<file path="config.mk">
export PLATFORM = sky130hd
export DESIGN_NAME = bdq_ctrl
export DESIGN_NICKNAME = d
export VERILOG_FILES = /design/src/hw/rtl/bdq_pkg.sv /design/src/hw/rtl/bdq_ctrl.sv
export SDC_FILE = /design/constraint.sdc
export NUM_CORES = 1
export LEC_CHECK = 0
export ABC_AREA = 1
export ABC_CLOCK_PERIOD_IN_PS = 900
export BUFFER_PORTS_ARGS = -buffer_cell sky130_fd_sc_hd__buf_2
export CORE_AREA = 8 8 45 47
export CTS_CLUSTER_DIAMETER = 80
export DETAILED_ROUTE_END_ITERATION = 16
export DIE_AREA = 0 0 53 55
export PLACE_DENSITY = 0.41
export SYNTH_ARGS = -nofsm -noshare
export SYNTH_HDL_FRONTEND = slang
export SYNTH_SLANG_ARGS = --single-unit
</file>
<file path="constraint.sdc">
create_clock -name clk -period 0.9 [get_ports clk]
set_input_delay 0.18 -clock clk [delete_from_list [all_inputs] [get_ports clk]]
set_output_delay 0.18 -clock clk [all_outputs]
set_load 0.005 [all_outputs]
</file>
<file path="src/hw/rtl/bdq_pkg.sv">
// ----------------------------------------------------------------------------
// bdq_pkg
// shared types and constants for the bounded deque with index read
// ----------------------------------------------------------------------------
package bdq_pkg;

  localparam int CAPACITY = 256;
  localparam int ADDR_W   = $clog2(CAPACITY);
  localparam int COUNT_W  = $clog2(CAPACITY + 1);
  localparam int VALUE_W  = 32;
  localparam int INDEX_W  = 8;
  localparam int KIND_W   = 3;
  localparam int STATUS_W = 2;

  // request kinds
  typedef enum logic [KIND_W-1:0] {
    KIND_PUSH_FRONT = 3'd0,
    KIND_PUSH_BACK  = 3'd1,
    KIND_POP_FRONT  = 3'd2,
    KIND_POP_BACK   = 3'd3,
    KIND_READ       = 3'd4
  } kind_t;

  // result status codes
  typedef enum logic [STATUS_W-1:0] {
    ST_OK    = 2'd0,
    ST_EMPTY = 2'd1,
    ST_RANGE = 2'd2,
    ST_FULL  = 2'd3
  } status_t;

  // controller to datapath commands
  typedef struct packed {
    logic take;   // capture the incoming request
    logic exec;   // update pointers, write or read the store
    logic load;   // move the result into the output register
  } cmd_t;

endpackage

</file>
<file path="src/hw/rtl/bdq_ctrl.sv">
// ----------------------------------------------------------------------------
// bdq_ctrl
// sequencer for request capture, execution and result hand-off
// ----------------------------------------------------------------------------
module bdq_ctrl (
  input  logic          clk,
  input  logic          rst,
  input  logic          s_tvalid,
  output logic          s_tready,
  output logic          m_tvalid,
  input  logic          m_tready,
  output bdq_pkg::cmd_t cmd
);

  typedef enum logic [1:0] {
    S_IDLE,
    S_EXEC,
    S_LOAD
  } state_t;

  state_t state;
  logic   out_free;

  assign s_tready = (state == S_IDLE);
  assign out_free = !m_tvalid || m_tready;

  always_comb begin
    cmd.take = (state == S_IDLE) && s_tvalid;
    cmd.exec = (state == S_EXEC);
    cmd.load = (state == S_LOAD) && out_free;
  end

  always_ff @(posedge clk) begin
    if (rst) begin
      state    <= S_IDLE;
      m_tvalid <= 1'b0;
    end else begin
      if (cmd.load) begin
        m_tvalid <= 1'b1;
      end else if (m_tready) begin
        m_tvalid <= 1'b0;
      end
      case (state)
        S_IDLE: begin
          if (s_tvalid) begin
            state <= S_EXEC;
          end
        end
        S_EXEC: begin
          state <= S_LOAD;
        end
        S_LOAD: begin
          if (out_free) begin
            state <= S_IDLE;
          end
        end
        default: begin
          state <= S_IDLE;
        end
      endcase
    end
  end

endmodule

</file>
After elaboration in Yosys (flattened, before gate mapping)
Cells that the tools add are included.
{"block": "classes", "n_eq_ne": 4, "div_mod_pow": 0, "mul": 0, "magnitude_cmp": 0, "bitwise": 0, "addsub": 0, "reduce_logical": 7, "shifts": 0, "mux": 5}
{"op": "case mux 2 bit (3 select lines)", "n": 1}
{"op": "2-to-1 mux 2 bit", "n": 2}
{"op": "!= test 2 bit, second input constant", "n": 2}
{"op": "== test 2 x 1 -> 1 bit, second input constant", "n": 1}
{"op": "== test 2 bit, second input constant", "n": 1}
{"op": "logical AND 1 bit", "n": 2}
{"op": "logical NOT 2 bit", "n": 1}
{"op": "2-to-1 mux 1 bit", "n": 2}
{"op": "AND reduction 2 bit", "n": 1}
{"op": "nonzero test 2 bit", "n": 1}
{"op": "logical NOT 1 bit", "n": 1}
{"op": "logical OR 1 bit", "n": 1}
{"block": "totals", "romBits": 0, "word_cells": 18, "ram_bits": 0, "n_memories": 0, "output_inout_bits": 5, "latch_bits": 0, "regBits": 3}

Logic depth before layout (Yosys ltp)
{"block": "logic_depth", "word_depth": 4, "mapped_depth": 4}

Worst setup path before layout
OpenSTA, ideal clock, no wires.
{"block": "synth_timing", "path_kind": "register to output", "from": "register m_tvalid", "to": "output cmd[0] (netlist name)", "arrival_ns": 0.583, "n_path_buf": 0, "required_ns": 0.720, "setup_slack_ns": 0.137, "path_stages_with_launch": 4, "cell_sequence": "dfxtp_1 -> inv_1 -> nor2_4 -> nor3_1"}
{"element": "start: declaration", "line": "bdq_ctrl.sv:10", "text": "output logic m_tvalid,"}
{"element": "start signal: assignment", "line": "bdq_ctrl.sv:36", "text": "m_tvalid <= 1'b0;"}
{"element": "start signal: assignment", "line": "bdq_ctrl.sv:39", "text": "m_tvalid <= 1'b1;"}
{"element": "start signal: assignment", "line": "bdq_ctrl.sv:41", "text": "m_tvalid <= 1'b0;"}
{"element": "end: declaration", "line": "bdq_ctrl.sv:12", "text": "output bdq_pkg::cmd_t cmd"}

==> run summary <==
Max_cap viols -> 0
Initial Util -> 10.76%
R2r endpoint -> state[0]
DRC Markers -> 0
Total number of yosys warnings -> 0
R2R Path Start -> state[0]
First-pass GRT wire length -> 524 um
Pre-CTS WS -> 0.03424 ns
Cell area after synthesis -> 148.9 um^2
Vias -> 155
R2R setup slack -> 0.15 ns
Synth Area in Simple Gates -> 31.93%
CTS tree -> done
Comb pwr share -> 15.0%
Drt wl/cell -> 7.583 um
Vias/cell -> 3.229
Clock network fraction of total power -> 52.5%
Largest net degree at the start of global routing -> 5
Worst reg2reg path depth -> 4
Fin nets -> 37
Mean post-synth cell area -> 7.836 um^2
Final core utilization -> 19.53%
Vias in the first global route -> 129
Htree depth -> 1
Die area -> 2915 um^2
Part of the power in registers -> 32.4%
Hold buffers post-CTS -> 0
CP Capture Type -> output port
Final ANT Viol Nets -> 0
Final setup fails -> 4
# diodes -> 0
Crit path max fanout -> 4
Xor/xnor cell area share of the yosys netlist -> 0%
Placed insts -> 44
IO Pins -> 9
Fin crit share -> 118.9%
Most frequent cells in the layout -> buf_2 (7), inv_2 (3), clkbuf_4 (3), nand2_1 (2), inv_1 (2)
Setup TNS -> -0.6075 ns
Hold depth -> 2
Cts bufs inserted -> 3
Synth Register Bits -> 3
Status -> complete, but fails checks
Syn Inst Count -> 19
Layout cell share with drive strength beyond 1 -> 78.13%
Critical path buffers and inverters -> 2
GRT Util Overall -> 3.224%
1st-iter DRT viols -> 1
Setup bufs post-CTS -> 0
Register area share after synthesis -> 40.34%
WP data required -> 0.72 ns
Crit-path max cell delay -> 0.35 ns
Cell Count, Final, Fillers Out -> 48
Area delta synth->final -> 81.51%
P_leak -> 0.1285 nW
Clock transition at path regs -> 0.04 ns
Post-Synth Adder-Cell Area -> 0%
Clk Latency, worst-skew pair -> 0.23 ns
Setup ws final -> -0.1701 ns
Endpoints failing hold -> 0
Congestion Overflow GR -> 0
Syn_nets -> 23
Worst slew pin tran -> 0.1223 ns
Hold Crit Start -> rst
Clk sinks -> 3
Final GP Congestion -> 0.6366
Final hold slack -> 0.1362 ns
CTS root buffer -> clkbuf_4
RSZ-0062 raised after global routing -> yes
Post-Route WL -> 364 um
CP top delay family -> flip-flops
Internal power -> 0.0003422 W
Initial antenna violation count -> 0
Die height -> 55 um
Commonest non-fill, non-tap cell in the layout -> buf_2
Maximum VDD drop -> 816.9 uV
Pwr/cell area -> 1675 nW/um^2
Post-detail-place hpwl -> 293.9 um
CP Launch Type -> flop
Slew Limit Headroom -> 91.83%
CP arrival -> 0.89 ns
Max Transition Viols Final -> 0
Max clock buf depth -> 2
Worst Setup Path Type -> flop to output port
Hold Path Class -> primary input to flop
Post-synthesis mux area share -> 0%
F_max -> 0.9345 GHz
WHS Endpoint -> state[1]
Skew final -> 0.0001201 ns
Final Critical Period -> 1.070 ns
I/O Buffers -> 8
CP max stage cell -> dfxtp_4
Number of cell rows -> 14
Number of distinct library cells after synthesis -> 11
Largest family of logic cells by synthesized area -> simple AND/OR/NAND/NOR gates
Core Region -> 1384 um^2
Switching pwr -> 0.0001105 W
Compound-Gate Fraction of Synth Area -> 12.61%
CP Cell Sequence -> inv_2 -> nand2_2 -> nor2_1 -> buf_2
Die X -> 53 um
Initial DRT Pass Iterations -> 3
Switching Fraction -> 24.41%
Failing checks -> setup timing
==> per-layer routing <==
layer / part of all wire [%] / vias to the layer above / routed length (um) / global-route usage [%]
li1: - / 82 / - / -
met1: 51 / 58 / 184 / 3.343
met2: 29 / 13 / 106 / 1.953
met3: 15 / 2 / 54 / 4.011
met4: 5.2 / 0 / 19 / 5.172
met5: 0 / - / 0 / 0
==> cell families after synthesis <==
family,count (synthesis)
buffers and inverters,6
DFF,3
AOI/OAI and AO/OA,2
and+or+nand+nor,8
==> power by group through the flow <==
| stage | Clock (W) | Combinational, W | Sequential, W |
|---|---|---|---|
| 5_1_grt | 0.000268 | 0.0000743 | 0.000147 |
| 4_1_cts | 0.000255 | 0.0000612 | 0.000145 |
| 3_3_place_gp | 0 | 0.0000577 | 0.000146 |
| 3_5_place_dp | 0 | 0.0000579 | 0.000147 |
| 2_1_floorplan | 0 | 0.0000269 | 0.000146 |
| 6_report | 0.000238 | 0.0000680 | 0.000147 |
==> state kept, by name, summed over array words and instances (netlist names) <==
name and cells:
m_tvalid 1, state 2
==> repair_timing <==
| item | 4_1_cts | 5_1_grt |
|---|---|---|
| resized for setup | 6 | 5 |
| pin swaps | 0 | 1 |
| endpoints found under the setup margin | 4 | 4 |
==> cells in the mapped netlist <==
library cell | count | area [um^2]
a21oi_2 | 1 | 8.760
dfxtp_1 | 3 | 60.06
inv_1 | 5 | 18.77
inv_2 | 1 | 3.750
nand2_1 | 3 | 11.26
nor2_1 | 1 | 3.750
nor2_2 | 1 | 6.260
nor2_4 | 1 | 11.26
nor3_1 | 1 | 5.000
nor3_2 | 1 | 10.01
o21ba_2 | 1 | 10.01
==> per-stage QoR <==
stage	instance area (um^2)	power, W
after floorplan	148.9	0.0001730
after global placement	216.5	0.0002041
after detailed placement	216.5	0.0002045
after CTS	255.2	0.0004608
after global routing	270.3	0.0004889
final	270.3	0.0004527
==> area by class of cell <==
cell class	count	area, um^2
well taps	16	20.02
repair buffers	9	53.80
flip-flops and latches	3	65.06
clock buffers	4	26.28
multi-input cells	10	80.08
fillers	158	1114
inverters	6	25.02
==> worst max-delay path by stage <==
stage	to	startpoint	cells past startpoint	slack (ns)
detailed placement	cmd[2]	state[0]	4	0.03
floorplan	cmd[0]	m_tvalid	3	0.14
global route	cmd[0]	state[0]	2	-0.22
global placement	cmd[2]	state[0]	4	0.04
finish	cmd[2]	state[0]	4	-0.17
CTS	cmd[0]	state[1]	3	-0.18
No activity file was read; power rests on OpenSTA's default activity.
